--- config.mk ---
export PLATFORM = sky130hd
export DESIGN_NAME = lzrle_cfg
export DESIGN_NICKNAME = d
export VERILOG_FILES = /design/src/design/lzrle_pkg.sv /design/src/design/lzrle_cfg.sv
export SDC_FILE = /design/constraint.sdc
export NUM_CORES = 1
export LEC_CHECK = 0
export ABC_AREA = 1
export BUFFER_PORTS_ARGS = -buffer_cell sky130_fd_sc_hd__buf_2
export CORE_MARGIN = 4
export CORE_UTILIZATION = 25
export DETAILED_ROUTE_END_ITERATION = 10
export GPL_ROUTABILITY_DRIVEN = 0
export PLACE_DENSITY = 0.54
export SYNTH_ARGS = -nofsm -noshare
export SYNTH_HDL_FRONTEND = slang
export SYNTH_SLANG_ARGS = --single-unit
export TNS_END_PERCENT = 30
--- constraint.sdc ---
create_clock -name clk_i -period 1.9 [get_ports clk_i]
set_clock_uncertainty 0.2 [all_clocks]
set_input_delay 0.57 -clock clk_i [delete_from_list [all_inputs] [get_ports clk_i]]
set_output_delay 0.57 -clock clk_i [all_outputs]
set_load 0.01 [all_outputs]
--- src/design/lzrle_pkg.sv ---
// ---------------------------------------------------------------------------
// lzrle_pkg
// Shared types and constants of the LZ/RLE byte decompressor.
// ---------------------------------------------------------------------------
package lzrle_pkg;

  localparam int unsigned HIST_DEPTH_DEFAULT = 1024;

  localparam int unsigned PADDR_W = 3;
  localparam int unsigned APB_DW  = 32;

  localparam logic REG_EXPECTED_SIZE = 1'b0;

  localparam logic [7:0] CTRL_LIT_BASE  = 8'h80;
  localparam logic [7:0] CTRL_FILL_BASE = 8'hA0;
  localparam logic [7:0] CTRL_ZERO_BASE = 8'hE0;
  localparam logic [7:0] CTRL_ZERO_LONG = 8'hFF;

  typedef enum logic [2:0] {
    PH_AWAIT,
    PH_LITERAL,
    PH_FILLVAL,
    PH_ZCOUNT,
    PH_DISTLO
  } lzrle_phase_e;

  typedef enum logic [1:0] {
    S_IDLE,
    S_FILL,
    S_READ,
    S_WRITE
  } lzrle_state_e;

endpackage

--- src/design/lzrle_cfg.sv ---
// ---------------------------------------------------------------------------
// lzrle_cfg
// APB register port holding the expected decompressed size.
// ---------------------------------------------------------------------------
module lzrle_cfg import lzrle_pkg::*; (
  input  logic               clk_i,
  input  logic               rst_ni,
  input  logic               psel,
  input  logic               penable,
  input  logic               pwrite,
  input  logic [PADDR_W-1:0] paddr,
  input  logic [APB_DW-1:0]  pwdata,
  output logic [APB_DW-1:0]  prdata,
  output logic               pready,
  output logic [31:0]        expected_size_o
);

  logic [31:0] expected_size_q, expected_size_d;

  assign pready = 1'b1;

  always_comb begin
    expected_size_d = expected_size_q;
    prdata          = '0;
    unique case (paddr[2])
      REG_EXPECTED_SIZE: begin
        prdata = expected_size_q;
        if (psel && penable && pwrite) begin
          expected_size_d = pwdata;
        end
      end
      default: prdata = '0;
    endcase
  end

  always_ff @(posedge clk_i or negedge rst_ni) begin
    if (!rst_ni) begin
      expected_size_q <= '0;
    end else begin
      expected_size_q <= expected_size_d;
    end
  end

  assign expected_size_o = expected_size_q;

endmodule

# Yosys cells after proc, flatten, opt, wreduce, memory -nomap -nowiden
# Cells that the tools add are included.
# totals
regBits	32
input_bits	40
out_inout_bits	65
wordCells	6
# classes
bitwise	1
reduce_logical	3
muxes	1
# op_table
operator	count
32-bit two-way mux	1
1-bit logical AND	2
2-bit AND reduction	1
1-bit inverter	1

# Depth between registers and ports, before layout
# depth
depth_word	3
ltp_mapped	6
ltp_nobuf	5

# Worst setup path before layout
# No wires, ideal clock.
# synth_path
path_type	in2out
start	in paddr[2]
end	out prdata[0]
t_arrival_ps	1080
cell_stages	3
t_required_ps	1130
setup_slack_ps	50
n_path_buf	2
cell_sequence	buf_2 buf_2 nor2_1
# synth_between
elab_chain_len	1
# synth_rtl
element	line	source
start, declared	lzrle_cfg.sv:11	input logic [PADDR_W-1:0] paddr,
32-bit two-way mux	lzrle_cfg.sv:25	unique case (paddr[2])
end, declared	lzrle_cfg.sv:13	output logic [APB_DW-1:0] prdata,
# No other way between the ends.

# Worst setup path after layout
# layout_path
start	in paddr[2]
end	out prdata[21]
# Same word-level chain as after synthesis.

==> impl_metrics.env <==
export IMPL_grt_pass1_wl_mm=7.176
export IMPL_min_period_ns=1.858
export IMPL_final_hold_violation_count=0
export IMPL_drv_slew=0
export IMPL_firstDrtPassIters=4
export IMPL_swShare_pct=32.46
export IMPL_dieArea_um2=7684
export IMPL_synth_area_um2=1587
export IMPL_synth_most_common_cell="nand2_1"
export IMPL_synth_adder_area_share_pct=0
export IMPL_avgViaCountPerCell=4.242
export IMPL_ant_nets=0
export IMPL_max_freq_ghz=0.5381
export IMPL_synth_xor_area_share_pct=0
export IMPL_synth_top_family_by_area="simple AND/OR/NAND/NOR gates"
export IMPL_io_pins=105
export IMPL_cp_end_kind="output port"
export IMPL_synth_top_area_share_pct=50.47
export IMPL_clkSinkCount=32
export IMPL_die_y_um=87.66
export IMPL_holdBufCountCts=0
export IMPL_cp_data_required_time_ns=1.13
export IMPL_drc=0
export IMPL_ys_async_sr_fraction_pct=100.0
export IMPL_drive_above_1_share_pct=39.94
export IMPL_clkSlewWorstSetupHoldPaths_ns=0.07
export IMPL_htreeDepth=2
export IMPL_wl_per_cell_um=12.79
export IMPL_root_buffer="clkbuf_8"
export IMPL_critPathLaunchType="primary input"
export IMPL_path_class="in -> out"
export IMPL_yosys_warnings=0
export IMPL_largest_register_ffs=32
export IMPL_reg2reg_depth=2
export IMPL_synth_top_cells_by_count="nand2_1, inv_1, dfrtp_1, nand3_1, nor2_1"
export IMPL_crit_start="paddr[2]"
export IMPL_synth_yosys_seq_area_share_pct=50.47
export IMPL_num_vias=1667
export IMPL_synth_distinct_cells=12
export IMPL_syn_nets=252
export IMPL_stdcell_area_um2=2360
export IMPL_synth_simple_area_share_pct=35.02
export IMPL_p_sw_mw=0.7083
export IMPL_clock_latency_ns=0.28
export IMPL_ir_drop_mv=0.3252
export IMPL_rr_endpoint="expected_size_o[8]$_DFFE_PN0P_"
export IMPL_tns_ns=0
export IMPL_p_seq_share_pct=41.5
export IMPL_max_cap_violations=0
export IMPL_initial_core_util_pct=26.33
export IMPL_drtIter0Drc=87
export IMPL_synth_compound_area_share_pct=0
export IMPL_status="completed"
export IMPL_power_frac_comb_pct=29.1
export IMPL_synthMuxAreaShare_pct=0
export IMPL_syn_avg_cell_area_um2=7.484
export IMPL_worstReg2RegStart="expected_size_o[8]$_DFFE_PN0P_"
export IMPL_place_area_um2=2165
export IMPL_hold_class="in -> async"
export IMPL_wl_mm=5.026
export IMPL_powerDensity_nw_per_um2=924.5
export IMPL_synthFlopType="dfrtp_1"
export IMPL_fp_dieW_um=87.66
export IMPL_cp_max_fo=8
export IMPL_cts_tree="yes"
export IMPL_numCtsBuffers=5
export IMPL_area_growth_pct=48.74
export IMPL_synth_seq_cells=32
export IMPL_syn_inst=212
export IMPL_dpl_hpwl_mm=3.361
export IMPL_io_buffers=101
export IMPL_leakage_nw=1.475
export IMPL_grt_max_degree=34
export IMPL_worstPathArrival_ns=1.09
export IMPL_synth_area_top_cells="dfrtp_1, nand2_1, nand3_1"
export IMPL_power_frac_clock_pct=29.4
export IMPL_reg2reg_slack_ns=1.05
export IMPL_setup_viol=0
export IMPL_grt_pass1_vias=1469
export IMPL_p_int_mw=1.473
export IMPL_num_rows=28
export IMPL_antenna_found_initial=0
export IMPL_synth_top_cell_by_area="dfrtp_1"
export IMPL_overflow=0
export IMPL_nets=357
export IMPL_core_area_um2=6026
export IMPL_fin_crit_sh_pct=97.81
export IMPL_grt_total_usage_pct=11.88
export IMPL_diodes=0
export IMPL_cts_path_max_buffers=2
export IMPL_synth_edf_count=0
-- power by group through the flow --
stage	Combinational (mW)	Clock, mW	Sequential, mW
floorplan	0.259	0	0.971
global placement	0.612	0	0.915
detailed placement	0.622	0	0.919
CTS	0.623	0.669	0.908
global route	0.717	0.699	0.931
finish	0.635	0.642	0.905
-- cells by family (layout without fill, tap and decap cells) --
| kind of cell | after synthesis | in the layout |
|---|---|---|
| buffers and inverters | 48 | 154 |
| DFF | 32 | 32 |
| other | 1 | 1 |
| and+or+nand+nor | 131 | 131 |
-- worst max-delay path, cell delays in order --
cell	delay (ns)
buf_6	0.12
clkbuf_16	0.17
nor2_1	0.10
buf_2	0.13
-- routing by layer --
metal / track usage (%) / up-vias / routed length [µm] / part of all wire [%]
met5: 0 / - / 0 / 0
met4: 3.347 / 0 / 19 / 0.38
met1: 14.60 / 772 / 2178 / 43
met3: 3.857 / 2 / 369 / 7.3
li1: - / 834 / - / -
met2: 19.93 / 59 / 2459 / 49
-- metrics by stage --
stage	std cells	total power [mW]	utilization (%)	setup slack (ns)	hold slack [ns]
floorplan	212	1.230	-	0.05029	0.07441
global placement	381	1.527	35.92	0.03371	0.2753
detailed placement	381	1.541	35.92	0.01319	0.2794
CTS	389	2.200	37.71	0.01220	0.02987
global route	393	2.347	39.16	-0.001569	0.03333
finish	393	2.182	39.16	0.04168	0.02405
-- how the worst max path moves through the flow --
stage,endpoint,slack [ns],cells past startpoint
after detailed placement,prdata[13],0.01,4
after global routing,prdata[1],-0.002,4
after floorplan,prdata[0],0.05,3
after global placement,prdata[4],0.03,4
final,prdata[21],0.04,4
after CTS,prdata[13],0.01,4
-- layout by cell type (no fill, tap or decap) --
cell,count
buf_2,100
nand2_1,65
inv_1,33
nand3_1,32
dfrtp_1,32
nor2_1,27
buf_4,6
nor2_2,5
clkbuf_8,5
clkbuf_16,2
buf_6,2
buf_12,2
nor2_8,1
inv_2,1
nand2_4,1
conb_1,1
clkinv_2,1
bufinv_16,1
clkbuf_1,1
-- final cells by class --
type	instances	area, µm²
clock buffer	6	72.57
clock inverter	2	35.03
fill	679	3666
inverter	34	127.6
multi-input combinational	132	571.8
sequential	32	800.8
tap	75	93.84
timing repair buffer	112	658.1
-- timing repair --
action	in CTS	in global routing
buffers inserted	0	1
endpoints found under the setup margin	0	21
hold endpoints to repair	0	0
resized for setup	0	8
(Power assumes the default switching activity.)
