File: src/design/lzrle_pkg.sv
// ---------------------------------------------------------------------------
// lzrle_pkg
// Shared types and constants of the LZ/RLE byte decompressor.
// ---------------------------------------------------------------------------
package lzrle_pkg;

  localparam int unsigned HIST_DEPTH_DEFAULT = 1024;

  localparam int unsigned PADDR_W = 3;
  localparam int unsigned APB_DW  = 32;

  localparam logic REG_EXPECTED_SIZE = 1'b0;

  localparam logic [7:0] CTRL_LIT_BASE  = 8'h80;
  localparam logic [7:0] CTRL_FILL_BASE = 8'hA0;
  localparam logic [7:0] CTRL_ZERO_BASE = 8'hE0;
  localparam logic [7:0] CTRL_ZERO_LONG = 8'hFF;

  typedef enum logic [2:0] {
    PH_AWAIT,
    PH_LITERAL,
    PH_FILLVAL,
    PH_ZCOUNT,
    PH_DISTLO
  } lzrle_phase_e;

  typedef enum logic [1:0] {
    S_IDLE,
    S_FILL,
    S_READ,
    S_WRITE
  } lzrle_state_e;

endpackage

File: src/design/lzrle_in_if.sv
// ---------------------------------------------------------------------------
// lzrle_in_if
// Compressed byte channel with valid/ready handshake.
// ---------------------------------------------------------------------------
interface lzrle_in_if;
  logic       valid;
  logic       ready;
  logic [7:0] in_byte;
  logic       new_file;

  modport source (output valid, output in_byte, output new_file, input ready);
  modport sink (input valid, input in_byte, input new_file, output ready);
endinterface

File: src/design/lzrle_out_if.sv
// ---------------------------------------------------------------------------
// lzrle_out_if
// Decompressed result channel with valid/ready handshake.
// ---------------------------------------------------------------------------
interface lzrle_out_if;
  logic       valid;
  logic       ready;
  logic [7:0] out_byte;
  logic [8:0] run_length;
  logic       last_of_burst;
  logic       size_reached;
  logic       bad_distance;

  modport source (
    output valid, output out_byte, output run_length, output last_of_burst,
    output size_reached, output bad_distance, input ready
  );
  modport sink (
    input valid, input out_byte, input run_length, input last_of_burst,
    input size_reached, input bad_distance, output ready
  );
endinterface

File: src/design/lzrle_core.sv
// ---------------------------------------------------------------------------
// lzrle_core
// Command parser and copy sequencer around the history ring.
// ---------------------------------------------------------------------------
module lzrle_core import lzrle_pkg::*; #(
  parameter int unsigned HISTORY_DEPTH = HIST_DEPTH_DEFAULT,
  localparam int unsigned AW = $clog2(HISTORY_DEPTH)
) (
  input  logic              clk_i,
  input  logic              rst_ni,
  input  logic [31:0]       expected_size_i,
  lzrle_in_if.sink          in_i,
  lzrle_out_if.source       out_o,
  output logic              mem_we_o,
  output logic [AW-1:0]     mem_waddr_o,
  output logic [7:0]        mem_wdata_o,
  output logic              mem_re_o,
  output logic [AW-1:0]     mem_raddr_o,
  input  logic [7:0]        mem_rdata_i
);

  function automatic logic [31:0] sat_add(input logic [31:0] a, input logic [8:0] n);
    logic [32:0] s;
    s = {1'b0, a} + 33'(n);
    return s[32] ? 32'hFFFF_FFFF : s[31:0];
  endfunction

  lzrle_state_e state_q, state_d;
  lzrle_phase_e ph_q, ph_d, ph_c;
  logic [7:0]    held_q, held_d;
  logic [4:0]    lit_q, lit_d;
  logic [31:0]   count_q, count_d, count_c, count_inc1;
  logic [AW-1:0] wptr_q, wptr_d, wptr_c, wptr_inc, src;
  logic [AW:0]   src_sum;
  logic [9:0]    dist_q, dist_d;
  logic [5:0]    len_q, len_d;
  logic          bad_q, bad_d;
  logic          rd_ok_q, rd_ok_d;
  logic [7:0]    fill_val_q, fill_val_d;
  logic [8:0]    fill_left_q, fill_left_d;

  logic          out_valid_q, out_valid_d;
  logic [7:0]    out_byte_q, out_byte_d;
  logic [8:0]    out_len_q, out_len_d;
  logic          out_last_q, out_last_d;
  logic          out_size_q, out_size_d;
  logic          out_bad_q, out_bad_d;

  logic          out_free, in_acc, fresh;
  logic          emit, fill_go;
  logic [7:0]    fill_v, b, copy_v;
  logic [8:0]    fill_n;

  assign b        = in_i.in_byte;
  assign out_free = !out_valid_q || out_o.ready;
  assign in_i.ready = (state_q == S_IDLE) && out_free;
  assign in_acc   = in_i.valid && in_i.ready;
  assign fresh    = in_acc && in_i.new_file;

  // a new file clears parser, count and ring pointer ahead of its byte
  assign ph_c     = fresh ? PH_AWAIT : ph_q;
  assign count_c  = fresh ? '0 : count_q;
  assign wptr_c   = fresh ? '0 : wptr_q;
  assign wptr_inc = (wptr_c == AW'(HISTORY_DEPTH - 1)) ? '0 : wptr_c + AW'(1);
  assign count_inc1 = sat_add(count_c, 9'd1);

  assign src_sum = {1'b0, wptr_q} + (AW+1)'(HISTORY_DEPTH) - (AW+1)'(dist_q);
  assign src     = (src_sum >= (AW+1)'(HISTORY_DEPTH)) ?
                   AW'(src_sum - (AW+1)'(HISTORY_DEPTH)) : src_sum[AW-1:0];
  assign copy_v  = rd_ok_q ? mem_rdata_i : 8'h00;

  always_comb begin
    state_d     = state_q;
    ph_d        = ph_q;
    held_d      = held_q;
    lit_d       = lit_q;
    count_d     = count_q;
    wptr_d      = wptr_q;
    dist_d      = dist_q;
    len_d       = len_q;
    bad_d       = bad_q;
    rd_ok_d     = rd_ok_q;
    fill_val_d  = fill_val_q;
    fill_left_d = fill_left_q;
    mem_we_o    = 1'b0;
    mem_waddr_o = wptr_c;
    mem_wdata_o = b;
    mem_re_o    = 1'b0;
    mem_raddr_o = src;
    emit        = 1'b0;
    fill_go     = 1'b0;
    fill_v      = 8'h00;
    fill_n      = 9'd2;
    out_byte_d  = out_byte_q;
    out_len_d   = out_len_q;
    out_last_d  = out_last_q;
    out_size_d  = out_size_q;
    out_bad_d   = out_bad_q;

    unique case (state_q)
      S_IDLE: begin
        if (in_acc) begin
          ph_d    = ph_c;
          count_d = count_c;
          wptr_d  = wptr_c;
          if (in_i.new_file) begin
            held_d = '0;
            lit_d  = '0;
          end
          unique case (ph_c)
            PH_AWAIT: begin
              if (count_c < expected_size_i) begin
                held_d = b;
                if (b < CTRL_LIT_BASE) begin
                  ph_d = PH_DISTLO;
                end else if (b < CTRL_FILL_BASE) begin
                  lit_d = b[4:0];
                  ph_d  = (b[4:0] != '0) ? PH_LITERAL : PH_AWAIT;
                end else if (b == CTRL_ZERO_LONG) begin
                  ph_d = PH_ZCOUNT;
                end else if (b >= CTRL_ZERO_BASE) begin
                  fill_go = 1'b1;
                  fill_n  = 9'(b[4:0]) + 9'd2;
                end else begin
                  ph_d = PH_FILLVAL;
                end
              end
            end
            PH_LITERAL: begin
              mem_we_o   = 1'b1;
              wptr_d     = wptr_inc;
              count_d    = count_inc1;
              emit       = 1'b1;
              out_byte_d = b;
              out_len_d  = 9'd1;
              out_last_d = 1'b1;
              out_size_d = count_inc1 >= expected_size_i;
              out_bad_d  = 1'b0;
              lit_d      = lit_q - 5'd1;
              if (lit_q == 5'd1) begin
                ph_d = PH_AWAIT;
              end
            end
            PH_FILLVAL: begin
              ph_d    = PH_AWAIT;
              fill_go = 1'b1;
              fill_v  = b;
              fill_n  = 9'(held_q[4:0]) + 9'd2;
            end
            PH_ZCOUNT: begin
              ph_d    = PH_AWAIT;
              fill_go = 1'b1;
              fill_n  = 9'(b) + 9'd2;
            end
            PH_DISTLO: begin
              ph_d    = PH_AWAIT;
              dist_d  = {held_q[1:0], b};
              len_d   = 6'(held_q[6:2]) + 6'd2;
              bad_d   = ({held_q[1:0], b} == 10'd0) ||
                        (32'({held_q[1:0], b}) > count_c);
              state_d = S_READ;
            end
            default: ph_d = PH_AWAIT;
          endcase
          if (fill_go) begin
            count_d     = sat_add(count_c, fill_n);
            emit        = 1'b1;
            out_byte_d  = fill_v;
            out_len_d   = fill_n;
            out_last_d  = 1'b1;
            out_size_d  = sat_add(count_c, fill_n) >= expected_size_i;
            out_bad_d   = 1'b0;
            fill_val_d  = fill_v;
            fill_left_d = fill_n;
            state_d     = S_FILL;
          end
        end
      end
      S_FILL: begin
        mem_we_o    = 1'b1;
        mem_wdata_o = fill_val_q;
        wptr_d      = wptr_inc;
        fill_left_d = fill_left_q - 9'd1;
        if (fill_left_q == 9'd1) begin
          state_d = S_IDLE;
        end
      end
      S_READ: begin
        // entries never written since the last clear read as zero
        mem_re_o = 1'b1;
        rd_ok_d  = (count_q >= 32'(HISTORY_DEPTH)) || (src < wptr_q);
        state_d  = S_WRITE;
      end
      S_WRITE: begin
        if (out_free) begin
          mem_we_o    = 1'b1;
          mem_wdata_o = copy_v;
          wptr_d      = wptr_inc;
          count_d     = count_inc1;
          emit        = 1'b1;
          out_byte_d  = copy_v;
          out_len_d   = 9'd1;
          out_last_d  = (len_q == 6'd1);
          out_size_d  = count_inc1 >= expected_size_i;
          out_bad_d   = bad_q;
          len_d       = len_q - 6'd1;
          state_d     = (len_q == 6'd1) ? S_IDLE : S_READ;
        end
      end
      default: state_d = S_IDLE;
    endcase

    if (emit) begin
      out_valid_d = 1'b1;
    end else if (out_o.ready) begin
      out_valid_d = 1'b0;
    end else begin
      out_valid_d = out_valid_q;
    end
  end

  always_ff @(posedge clk_i or negedge rst_ni) begin
    if (!rst_ni) begin
      state_q     <= S_IDLE;
      ph_q        <= PH_AWAIT;
      held_q      <= '0;
      lit_q       <= '0;
      count_q     <= '0;
      wptr_q      <= '0;
      len_q       <= '0;
      fill_left_q <= '0;
      out_valid_q <= 1'b0;
    end else begin
      state_q     <= state_d;
      ph_q        <= ph_d;
      held_q      <= held_d;
      lit_q       <= lit_d;
      count_q     <= count_d;
      wptr_q      <= wptr_d;
      len_q       <= len_d;
      fill_left_q <= fill_left_d;
      out_valid_q <= out_valid_d;
    end
  end

  always_ff @(posedge clk_i) begin
    dist_q     <= dist_d;
    bad_q      <= bad_d;
    rd_ok_q    <= rd_ok_d;
    fill_val_q <= fill_val_d;
    out_byte_q <= out_byte_d;
    out_len_q  <= out_len_d;
    out_last_q <= out_last_d;
    out_size_q <= out_size_d;
    out_bad_q  <= out_bad_d;
  end

  assign out_o.valid         = out_valid_q;
  assign out_o.out_byte      = out_byte_q;
  assign out_o.run_length    = out_len_q;
  assign out_o.last_of_burst = out_last_q;
  assign out_o.size_reached  = out_size_q;
  assign out_o.bad_distance  = out_bad_q;

  a_read_then_write: assert property (@(posedge clk_i) disable iff (!rst_ni)
    state_q == S_READ |=> state_q == S_WRITE)
    else $error("ring read not followed by copy write");

  a_no_write_on_read: assert property (@(posedge clk_i) disable iff (!rst_ni)
    state_q == S_READ |-> !mem_we_o)
    else $error("ring written during copy read");

  a_stall_holds_ptr: assert property (@(posedge clk_i) disable iff (!rst_ni)
    (state_q == S_WRITE && out_valid_q && !out_o.ready) |=>
      ($stable(wptr_q) && $stable(count_q)))
    else $error("copy advanced while output stalled");

  a_fill_nonzero: assert property (@(posedge clk_i) disable iff (!rst_ni)
    state_q == S_FILL |-> fill_left_q != '0)
    else $error("fill sweep with nothing left");

endmodule

File: src/flat_wrapper.sv
// flat-port wrapper written by rule: the top's interface ports become plain ports
module lzrle_core_flat import lzrle_pkg::*;
#(
  parameter int unsigned HISTORY_DEPTH = HIST_DEPTH_DEFAULT,
  localparam int unsigned AW = $clog2(HISTORY_DEPTH)
)
  (clk_i, rst_ni, expected_size_i, mem_we_o, mem_waddr_o, mem_wdata_o, mem_re_o, mem_raddr_o, mem_rdata_i, in_i_valid, in_i_in_byte, in_i_new_file, in_i_ready, out_o_valid, out_o_out_byte, out_o_run_length, out_o_last_of_burst, out_o_size_reached, out_o_bad_distance, out_o_ready);
  lzrle_in_if in_i_i ();
  lzrle_out_if out_o_i ();
  input  logic clk_i;
  input  logic rst_ni;
  input  logic [31:0] expected_size_i;
  output logic mem_we_o;
  output logic [AW-1:0] mem_waddr_o;
  output logic [7:0] mem_wdata_o;
  output logic mem_re_o;
  output logic [AW-1:0] mem_raddr_o;
  input  logic [7:0] mem_rdata_i;
  input wire logic [$bits(in_i_i.valid)-1:0] in_i_valid;
  input wire logic [$bits(in_i_i.in_byte)-1:0] in_i_in_byte;
  input wire logic [$bits(in_i_i.new_file)-1:0] in_i_new_file;
  output wire logic [$bits(in_i_i.ready)-1:0] in_i_ready;
  output wire logic [$bits(out_o_i.valid)-1:0] out_o_valid;
  output wire logic [$bits(out_o_i.out_byte)-1:0] out_o_out_byte;
  output wire logic [$bits(out_o_i.run_length)-1:0] out_o_run_length;
  output wire logic [$bits(out_o_i.last_of_burst)-1:0] out_o_last_of_burst;
  output wire logic [$bits(out_o_i.size_reached)-1:0] out_o_size_reached;
  output wire logic [$bits(out_o_i.bad_distance)-1:0] out_o_bad_distance;
  input wire logic [$bits(out_o_i.ready)-1:0] out_o_ready;
  assign in_i_i.valid = in_i_valid;
  assign in_i_i.in_byte = in_i_in_byte;
  assign in_i_i.new_file = in_i_new_file;
  assign in_i_ready = in_i_i.ready;
  assign out_o_valid = out_o_i.valid;
  assign out_o_out_byte = out_o_i.out_byte;
  assign out_o_run_length = out_o_i.run_length;
  assign out_o_last_of_burst = out_o_i.last_of_burst;
  assign out_o_size_reached = out_o_i.size_reached;
  assign out_o_bad_distance = out_o_i.bad_distance;
  assign out_o_i.ready = out_o_ready;
  lzrle_core #(.HISTORY_DEPTH(HISTORY_DEPTH)) u_core (.clk_i(clk_i), .rst_ni(rst_ni), .expected_size_i(expected_size_i), .in_i(in_i_i), .out_o(out_o_i), .mem_we_o(mem_we_o), .mem_waddr_o(mem_waddr_o), .mem_wdata_o(mem_wdata_o), .mem_re_o(mem_re_o), .mem_raddr_o(mem_raddr_o), .mem_rdata_i(mem_rdata_i));
endmodule
File: config.mk
export PLATFORM = sky130hd
export DESIGN_NAME = lzrle_core_flat
export DESIGN_NICKNAME = d
export VERILOG_FILES = /design/src/design/lzrle_pkg.sv /design/src/design/lzrle_in_if.sv /design/src/design/lzrle_out_if.sv /design/src/design/lzrle_core.sv /design/src/flat_wrapper.sv
export SDC_FILE = /design/constraint.sdc
export NUM_CORES = 1
export LEC_CHECK = 0
export BUFFER_PORTS_ARGS = -buffer_cell sky130_fd_sc_hd__buf_2
export CORE_MARGIN = 1
export CORE_UTILIZATION = 30
export CTS_CLUSTER_DIAMETER = 60
export DETAILED_ROUTE_END_ITERATION = 12
export SLEW_MARGIN = 10
export SYNTH_ARGS = -nofsm -noshare
export SYNTH_HDL_FRONTEND = slang
export SYNTH_SLANG_ARGS = --single-unit
File: constraint.sdc
create_clock -name clk_i -period 19.2 [get_ports clk_i]
set_input_delay 3.84 -clock clk_i [delete_from_list [all_inputs] [get_ports clk_i]]
set_output_delay 3.84 -clock clk_i [all_outputs]
set_load 0.01 [all_outputs]
# After elaboration in Yosys (flattened, before gate mapping)
# Index checks and enable logic that the tools add are counted.
# word_totals
input_bits	53
reg_bits	116
# classes
reduce_logical	25
eq_ne	19
n_mux	101
add_sub_neg	13
n_lt_le_gt_ge	10
# op_table
cell	n
32-bit 2-to-1 mux	7
9-bit 2-to-1 mux	13
8-bit 2-to-1 mux	10
32-bit >= comparator	2
32-bit one-hot mux with 2 select lines	1
10-bit 2-to-1 mux	6
9-bit one-hot mux with 2 select lines	2
32-bit by 1-bit adder with 33-bit output (second input constant)	1
32-bit by 9-bit adder with 33-bit output	1
32-bit by 11-bit >= comparator with 1-bit output (second input constant)	1
10-bit by 32-bit greater-than comparator with 1-bit output	1
32-bit < comparator	1
8-bit one-hot mux with 2 select lines	2
10-bit one-hot mux with 3 select lines	1
1-bit 2-to-1 mux	28
9-bit one-hot mux with 3 select lines	1
3-bit 2-to-1 mux	7
5-bit 2-to-1 mux	4
5-bit by 2-bit adder with 6-bit output (second input constant)	3
6-bit 2-to-1 mux	3
8-bit < comparator (second input constant)	2
3-bit AND reduction	5
2-bit 2-to-1 mux	6
6-bit one-hot mux with 2 select lines	1
other kinds (41)	59

# Depth between registers and ports, before layout
# Gate-level depths: netlist of the first run.
# logic_depth
word_depth	17
depth_mapped	37
mapped_depth_nobuf	33

# Least setup slack after synthesis of the first run
# OpenSTA, ideal clock, no wires.
# synth_path
path_kind	input-to-reg
from	input in_i_new_file
to	register u_core.out_size_q, in the netlist u_core.out_o.size_reached (data pin)
t_arrival_ns	9.759
stages	29
setup_ns	0.146
n_path_buf	4
slack_ns	9.295
cell_sequence	buf_2 > nand3_2 > buf_2 > buf_2 > buf_1 > and2_1 > ha_1 > and4_1 > a221oi_1 > nand3_1 > o21ai_2 > a41oi_1 > a211oi_2 > inv_1 > ha_1 > a211o_1 > a211o_1 > and4bb_2 > nor2_1 > nor3_1 > xnor2_1 > nand2_1 > ha_1 > nand4_1 > or2_2 > or4_1 > o21ai_0 > o21ai_0 > a21oi_1
# synth_between
elab_chain_cells	13
word_cells_on_any_way	27
cone_classes	add/sub (2); order compare (3); eq/ne (2); mux (17); reduce/logical (3)
# synth_lines
element	line_no	text
start: declaration	flat_wrapper.sv:21	input wire logic [$bits(in_i_i.new_file)-1:0] in_i_new_file;
1-bit logical AND (*)	lzrle_core.sv:58	assign fresh = in_acc && in_i.new_file;
32-bit 2-to-1 mux	lzrle_core.sv:62	assign count_c = fresh ? '0 : count_q;
32-bit < comparator	lzrle_core.sv:112	if (count_c < expected_size_i) begin
9-bit 2-to-1 mux	lzrle_core.sv:112	
9-bit one-hot mux with 3 select lines	lzrle_core.sv:110	unique case (ph_c)
9-bit 2-to-1 mux	lzrle_core.sv:102	if (in_acc) begin
9-bit 2-to-1 mux	lzrle_core.sv:100	unique case (state_q)
32-bit by 9-bit adder with 33-bit output	lzrle_core.sv:24	s = {1'b0, a} + 33'(n);
32-bit 2-to-1 mux	lzrle_core.sv:25	return s[32] ? 32'hFFFF_FFFF : s[31:0];
32-bit >= comparator	lzrle_core.sv:171	out_size_d = sat_add(count_c, fill_n) >= expected_size_i;
1-bit 2-to-1 mux	lzrle_core.sv:165	if (fill_go) begin
1-bit 2-to-1 mux	lzrle_core.sv:102	
1-bit one-hot mux with 2 select lines (*)	lzrle_core.sv:100	
named net u_core.out_size_d	lzrle_core.sv:46	logic out_size_q, out_size_d;
end signal: assignment	lzrle_core.sv:254	out_size_q <= out_size_d;
end: declaration	lzrle_core.sv:46	
# Mark *: on every way through the listed nets, which the timed path passes. The rest lies on a longest branch. The select of a mux whose other input is x is not followed.
# A chain may end at the register's enable or synchronous reset.

# Final worst setup path of the first run
# layout_path
from	input out_o_ready
to	register u_core.out_size_q, in the netlist u_core.out_o.size_reached (data pin)
# layout_between
elab_chain_cells	16
word_cells_on_any_way	30
cone_classes	add/sub (2); order compare (3); eq/ne (2); mux (17); reduce/logical (6)
# layout_lines
element	line_no	text
start: declaration	flat_wrapper.sv:29	input wire logic [$bits(out_o_i.ready)-1:0] out_o_ready;
1-bit logical OR (*)	lzrle_core.sv:55	assign out_free = !out_valid_q || out_o.ready;
1-bit logical AND (*)	lzrle_core.sv:56	assign in_i.ready = (state_q == S_IDLE) && out_free;
1-bit logical AND (*)	lzrle_core.sv:57	assign in_acc = in_i.valid && in_i.ready;
1-bit logical AND (*)	lzrle_core.sv:58	
32-bit 2-to-1 mux	lzrle_core.sv:62	
32-bit < comparator	lzrle_core.sv:112	
9-bit 2-to-1 mux	lzrle_core.sv:112	
9-bit one-hot mux with 3 select lines	lzrle_core.sv:110	
9-bit 2-to-1 mux	lzrle_core.sv:102	
9-bit 2-to-1 mux	lzrle_core.sv:100	
32-bit by 9-bit adder with 33-bit output	lzrle_core.sv:24	
32-bit 2-to-1 mux	lzrle_core.sv:25	
32-bit >= comparator	lzrle_core.sv:171	
1-bit 2-to-1 mux	lzrle_core.sv:165	
1-bit 2-to-1 mux	lzrle_core.sv:102	
1-bit one-hot mux with 2 select lines (*)	lzrle_core.sv:100	
named net u_core.out_size_d	lzrle_core.sv:46	
# Marked as above.

==> results.py, run 1 <==
metrics = {
    "detailed_routing": {
        "finalWirelength_mm": 41.60,
        "drt-vias-per-instance": 5.688,
        "drc": 0,
        "wl_per_cell_um": 20.24,
        "vias": 11700,
        "drt_iter0_markers": 1242,
        "route.antenna.remaining_nets": 0,
        "dr_wl_met3_mm": 3.220,
        "dr_wl_met2_mm": 18.66,
        "dr.pass1.iters": 6,
        "top_layer": "met5",
        "wl_met1_mm": 18.48,
    },
    "cts": {
        "clk_pin_slew_ns": 0.06,
        "cts_buffer_depth": 2,
        "cts_tree": "done",
        "post_cts_resized": 0,
        "htreeDepth": 4,
        "clkSinkCount": 115,
        "cts_hold_buf": 0,
        "clock_latency_ns": 0.44,
        "cts_buffers": 17,
        "cts_setup_buffers": 0,
        "root_buffer": "clkbuf_16",
    },
    "layout": {
        "drive_gt1_share_pct": 11.97,
        "nNetsFinal": 1732,
        "final_common_cell": "nand2_1",
        "fill_cells": 4096,
        "syn2layout_area_growth_pct": 13.05,
        "layout.cells.non_filler": 2056,
        "final_cell_mix": "178 x nand2_1, 145 x ha_1, 119 x nor2_1, 104 x inv_1, 103 x buf_2",
        "antenna_cells": 0,
        "post-route-util_pct": 34.74,
    },
    "sta": {
        "slew_headroom_pct": 25.64,
        "fin_tns_setup_ns": 0,
        "min_period_over_period_pct": 64.22,
        "worst_slack_ns": 6.869,
        "slew_violations": 0,
        "finalSetupViolations": 0,
        "fin_skew_ns": 0.01434,
        "fmaxAchievable_ghz": 0.08110,
        "final_hold_viol_count": 0,
        "rsz0062_at_grt": "no",
        "period_needed_ns": 12.33,
        "worst_pin_slew_ns": 1.111,
    },
    "yosys": {
        "syn-instance-count": 1466,
        "syn_area_mm2": 0.01168,
        "avgSynthCellArea_um2": 7.971,
        "yosysWarnings": 0,
        "synthArstFlopShare_pct": 65.22,
        "yosysUniqueCellTypes": 95,
        "syn_nets": 1666,
        "ys_ff_latch": 115,
        "synth_edf_count": 40,
        "ys_seq_area_share_pct": 26.34,
        "synthFlopType": "dfrtp_1",
    },
    "grt": {
        "grt-ovfl-total": 0,
        "grt_max_degree": 44,
        "antenna_found_initial": 1,
        "grtUsageTotal_pct": 21.11,
        "grt_pass1_vias": 11040,
        "grt_pass1_wl_mm": 63.91,
    },
    "die": {
        "die_x_um": 199.4,
        "std_cell_rows": 71,
        "die-area_mm2": 0.03974,
        "coreArea_mm2": 0.03802,
        "io_pins": 105,
        "fp.dieH_um": 199.4,
        "initial_core_util_pct": 30.73,
    },
    "place": {
        "place_ws_ns": 6.657,
        "gp_congestion": 0.9750,
        "io_buffer_count": 104,
        "placedCellCount": 2024,
        "dp_hpwl_mm": 31.77,
    },
    "setup_path": {
        "path_max_fanout": 43,
        "cp-end-kind": "flip-flop",
        "critical_path_class": "in2reg",
        "worstSetupStartpointType": "input port",
        "arrival_ns": 12.62,
        "crit_required_ns": 19.49,
    },
    "power": {
        "p_total_mw": 0.6248,
        "max-vdd-ir-drop_uv": 49.12,
        "power_density_mw_per_mm2": 47.30,
        "p_leak_nw": 6.103,
    },
    "job": {
        "cap_violations": 0,
    },
    "status": {
        "outcome": "finished, final reports clean",
    },
    "min_path": {
        "hp-class": "reg2reg",
    },
}
metal layers:
metal,up-vias,GRT usage (%)
li1,5523,-
met1,5492,28.25
met2,580,34.20
met3,98,3.477
met4,2,7.379
met5,-,0
state kept, by name, indices dropped and copies added (netlist names), 2 cells and up:
signal and flops:
u_core.held_q 7, u_core.fill_val_q 8, u_core.ph_q 3, u_core.dist_q 10, u_core.fill_left_q 9, u_core.out_o.run_length 9
u_core.lit_q 5, u_core.len_q 6, u_core.out_o.out_byte 8, u_core.wptr_q 10, u_core.count_q 32, u_core.state_q 2
metrics by stage:
stage / area (um^2) / hold slack, ns
5_1_grt: 13210 / 0.5413
3_3_place_gp: 12640 / 0.4976
6_report: 13210 / 0.5189
2_1_floorplan: 11690 / 0.4794
4_1_cts: 13210 / 0.5224
3_5_place_dp: 12640 / 0.5166
Yosys cell counts, types with 23 or more instances:
cell | n | area, um^2
a21o_1 | 33 | 247.7
a21oi_1 | 97 | 485.5
a31oi_1 | 23 | 143.9
and2_1 | 24 | 150.1
clkbuf_1 | 45 | 168.9
dfrtp_1 | 75 | 1877
edfxtp_1 | 40 | 1201
ha_1 | 145 | 1814
inv_1 | 104 | 390.4
nand2_1 | 178 | 668.1
nand3_1 | 51 | 255.2
nand4_1 | 28 | 175.2
nor2_1 | 121 | 454.2
nor3_1 | 37 | 185.2
o21ai_0 | 97 | 485.5
xnor2_1 | 34 | 297.8
final timing paths:
kind / startpoint / end / slack, ns / depth (start not counted)
min in group asynchronous: rst_ni / u_core.count_q[3]$_DFFE_PN0P_ / 3.41 / 1
worst max-delay path: out_o_ready / u_core.out_o.size_reached$_DFFE_PP_ / 6.87 / 28
worst min register to register: u_core.bad_q$_DFFE_PP_ / u_core.out_o.bad_distance$_SDFFCE_PN0P_ / 0.52 / 1
worst min-delay path: u_core.bad_q$_DFFE_PP_ / u_core.out_o.bad_distance$_SDFFCE_PN0P_ / 0.52 / 1
max in group asynchronous: rst_ni / u_core.wptr_q[4]$_DFFE_PN0P_ / 14.77 / 2
worst max register to register: u_core.state_q[1]$_DFFE_PN0P_ / u_core.out_o.size_reached$_DFFE_PP_ / 9.69 / 29
critical path, cell delays in order:
cell	delay (ns)
buf_2	0.08
nand2b_1	0.46
nand3_2	0.91
nand2_1	0.43
clkinv_1	0.28
ha_1	0.36
a21oi_1	0.13
o21ai_0	0.10
a221oi_1	0.49
nand3_1	0.36
o21ai_2	0.38
a41oi_1	0.17
a211oi_2	0.25
inv_1	0.12
fa_1	0.46
a211oi_1	0.28
o21ai_0	0.18
nand4_1	0.15
nand2_1	0.44
nand2_1	0.79
nand2_1	0.22
ha_1	0.39
nand4_1	0.08
or2_2	0.30
or4_1	0.52
o21ai_0	0.17
o21ai_0	0.10
a21oi_1	0.15
final cells by class:
cell class	instances	area, um^2	share of cell area [%]
multi-input cells	1175	7911	59.89
flip-flops and latches	115	3078	23.30
well taps	511	639.4	4.840
repair buffers	116	613.1	4.641
clock buffers	19	442.9	3.353
inverters	107	401.6	3.040
clock inverters	13	123.9	0.9377
cells by family (layout without fill, tap and decap cells):
kind of cell | after synthesis | count (layout) | synth area share [%]
AO/OA/AOI/OAI | 438 | 438 | 25.36
flip-flops | 115 | 115 | 26.34
AND/OR/NAND/NOR | 528 | 528 | 21.62
multiplexers | 9 | 9 | 0.7817
XOR/XNOR | 52 | 52 | 3.898
adder cells (fa/ha/maj) | 148 | 148 | 15.95
buffers and inverters | 176 | 255 | 6.050
where the power goes:
group          internal, mW  switching [mW]  total, mW  leakage [nW]
clock                 0.183           0.137      0.320         0.276
combinational        0.0172          0.0337     0.0509          4.48
sequential            0.254        0.000203      0.254          1.35
total                 0.454           0.171      0.625          6.10
No activity file was read; power rests on OpenSTA's default activity.
==> inputs of run 2 (changes only) <==
- ABC_AREA: not set -> 1
- clock period: 19.2 -> 10.9 ns (I/O delays scaled with it)
==> results.py, run 2 <==
metrics = {
    "yosys": {
        "ys_ff_latch": 115,
        "ys_seq_area_share_pct": 24.55,
        "synth_top_family_by_area": "simple AND/OR/NAND/NOR gates",
        "synth_edf_count": 40,
        "synthSimpleGateAreaFrac_pct": 32.91,
        "yosysUniqueCellTypes": 54,
        "syn_area_mm2": 0.01254,
        "synthAdderAreaFrac_pct": 14.79,
        "synthArstFlopShare_pct": 65.22,
        "synthFlopType": "dfrtp_1",
        "synth_xor_area_share_pct": 2.515,
        "synth_compound_area_share_pct": 14.53,
        "yosys-top-cells-count": "506 x nand2_1, 237 x inv_1, 152 x nor2_1",
        "syn-instance-count": 1887,
        "synth_top_area_cell": "nand2_1",
        "synth.area.top_cells": "nand2_1 15%, dfrtp_1 15%, ha_1 14%",
        "synthMuxAreaShare_pct": 0.4790,
        "synth.most_common_cell": "nand2_1",
        "yosysWarnings": 0,
        "syn_nets": 2087,
        "avgSynthCellArea_um2": 6.644,
        "netlist.area_leader.share_pct": 15.15,
    },
    "cts": {
        "cts_hold_buf": 0,
        "cts_buffers": 17,
        "clock_latency_ns": 0.45,
        "cts_tree": "done",
        "cts_buffer_depth": 2,
        "htreeDepth": 4,
        "cts_setup_buffers": 0,
        "clkSinkCount": 115,
        "clk_pin_slew_ns": 0.06,
        "root_buffer": "clkbuf_16",
        "post_cts_resized": 0,
    },
    "setup_path": {
        "cp-end-kind": "flip-flop",
        "cp_top_family": "simple AND/OR/NAND/NOR gates",
        "path_max_fanout": 25,
        "critical_path_class": "in2reg",
        "slowest_stage": "nand2_1",
        "crit_required_ns": 11.08,
        "arrival_ns": 9.88,
        "critical_path_buf_inv_count": 6,
        "worstSetupStartpointType": "input port",
        "crit_path_frequent_cell": "nand2_1",
        "slowest_delay_ns": 0.62,
    },
    "sta": {
        "rsz0062_at_grt": "no",
        "finalSetupViolations": 0,
        "fin_skew_ns": 0.01126,
        "fmaxAchievable_ghz": 0.1031,
        "fin_tns_setup_ns": 0,
        "slew_violations": 0,
        "final_hold_viol_count": 0,
        "slew_headroom_pct": 22.81,
        "worst_pin_slew_ns": 1.158,
        "period_needed_ns": 9.699,
        "min_period_over_period_pct": 88.98,
    },
    "die": {
        "fp.dieH_um": 206.4,
        "std_cell_rows": 74,
        "io_pins": 105,
        "die-area_mm2": 0.04261,
        "initial_core_util_pct": 30.57,
        "coreArea_mm2": 0.04102,
        "die_x_um": 206.4,
    },
    "grt": {
        "antenna_found_initial": 0,
        "grt_max_degree": 65,
        "grt_pass1_vias": 12600,
        "grtUsageTotal_pct": 22.16,
        "grt-ovfl-total": 0,
        "grt_pass1_wl_mm": 71.62,
    },
    "detailed_routing": {
        "finalWirelength_mm": 46.65,
        "drt-vias-per-instance": 5.284,
        "route.antenna.remaining_nets": 0,
        "drc": 15,
        "dr.pass1.iters": 11,
        "vias": 13230,
        "drt_iter0_markers": 1194,
        "wl_per_cell_um": 18.63,
    },
    "layout": {
        "largest_reg_flops": 32,
        "final_common_cell": "nand2_1",
        "final_cell_mix": "506 x nand2_1, 236 x inv_1, 151 x nor2_1, 145 x ha_1, 142 x nand3_1",
        "fill_cells": 4422,
        "layout.cells.non_filler": 2504,
        "drive_gt1_share_pct": 11.87,
        "reg_top3": "u_core.count_q: 32 flops, u_core.dist_q: 10 flops, u_core.wptr_q: 10 flops",
        "top_register": "u_core.count_q",
        "syn2layout_area_growth_pct": 12.39,
        "antenna_cells": 0,
        "nNetsFinal": 2159,
    },
    "power": {
        "power_density_mw_per_mm2": 270.1,
        "p_leak_nw": 7.253,
        "max-vdd-ir-drop_uv": 124.9,
    },
    "status": {
        "violations": "design-rule violations",
        "outcome": "finished, violations left",
    },
    "place": {
        "dp_hpwl_mm": 35.31,
        "io_buffer_count": 104,
        "placedCellCount": 2472,
        "gp_congestion": 0.9776,
    },
    "min_path": {
        "hp-class": "reg2reg",
    },
    "job": {
        "cap_violations": 0,
    },
}
## run 2: cells by family (layout without fill, tap and decap cells)
group / count (synthesis) / after routing
DFF: 115 / 115
muxes: 6 / 6
xor gates and xnor gates: 36 / 36
AOI/OAI and AO/OA: 318 / 318
adders and majority gates: 147 / 147
buffers and inverters: 323 / 408
and+or+nand+nor: 942 / 942
## run 2: worst min-delay path: stages (launching register included)
cell	delay, ns
dfrtp_1	0.35
nand2_1	0.05
nand2_1	0.05
## run 2: report_power, final
part | internal [mW] | switching (mW) | leakage [nW]
sequential | 0.630 | 0.134 | 1.31
clock | 0.350 | 0.235 | 0.282
combinational | 0.795 | 1.66 | 5.66
total | 1.77 | 2.03 | 7.25
## run 2: path summary, 6_finish.rpt
kind / startpoint / endpoint / slack [ns] / cells past startpoint
max: in_i_new_file / u_core.out_o.size_reached$_DFFE_PP_ / 1.20 / 42
min: u_core.count_q[3]$_DFFE_PN0P_ / u_core.count_q[3]$_DFFE_PN0P_ / 0.49 / 2
max reg2reg: u_core.state_q[1]$_DFFE_PN0P_ / u_core.out_o.size_reached$_DFFE_PP_ / 2.34 / 43
min reg2reg: u_core.count_q[3]$_DFFE_PN0P_ / u_core.count_q[3]$_DFFE_PN0P_ / 0.49 / 2
max in group asynchronous: rst_ni / u_core.count_q[26]$_DFFE_PN0P_ / 8.13 / 2
min in group asynchronous: rst_ni / u_core.wptr_q[1]$_DFFE_PN0P_ / 1.67 / 1
## run 2: layout make-up
| class | instances | area [um^2] | area share (%) |
|---|---|---|---|
| multi-input cells | 1449 | 8185 | 58.09 |
| flip-flops and latches | 115 | 3078 | 21.85 |
| inverters | 264 | 991.0 | 7.033 |
| well taps | 532 | 665.6 | 4.724 |
| repair buffers | 112 | 583.1 | 4.138 |
| clock buffers | 20 | 457.9 | 3.250 |
| clock inverters | 12 | 128.9 | 0.9147 |
## run 2: through the flow
| stage | hold slack, ns | setup slack (ns) | power, mW | utilization, % | cell area, um^2 |
|---|---|---|---|---|---|
| global placement | 0.4772 | 1.200 | 3.149 | 32.92 | 13500 |
| finish | 0.4874 | 1.201 | 3.806 | 34.35 | 14090 |
| CTS | 0.4921 | 1.365 | 3.796 | 34.35 | 14090 |
| detailed placement | 0.4712 | 0.9268 | 3.198 | 32.92 | 13500 |
| global route | 0.5132 | 0.6936 | 4.149 | 34.35 | 14090 |
| floorplan | 0.4492 | 3.406 | 2.473 | - | 12540 |
## run 2: routing by layer
layer / global-route usage, % / routed length [um] / vias to the layer above / part of all wire (%)
met3: 3.327 / 2704 / 109 / 5.8
met5: 0 / 0 / - / 0
li1: - / - / 6416 / -
met1: 27.96 / 20240 / 6174 / 43
met2: 36.93 / 21810 / 532 / 47
met4: 10.24 / 1896 / 0 / 4.1
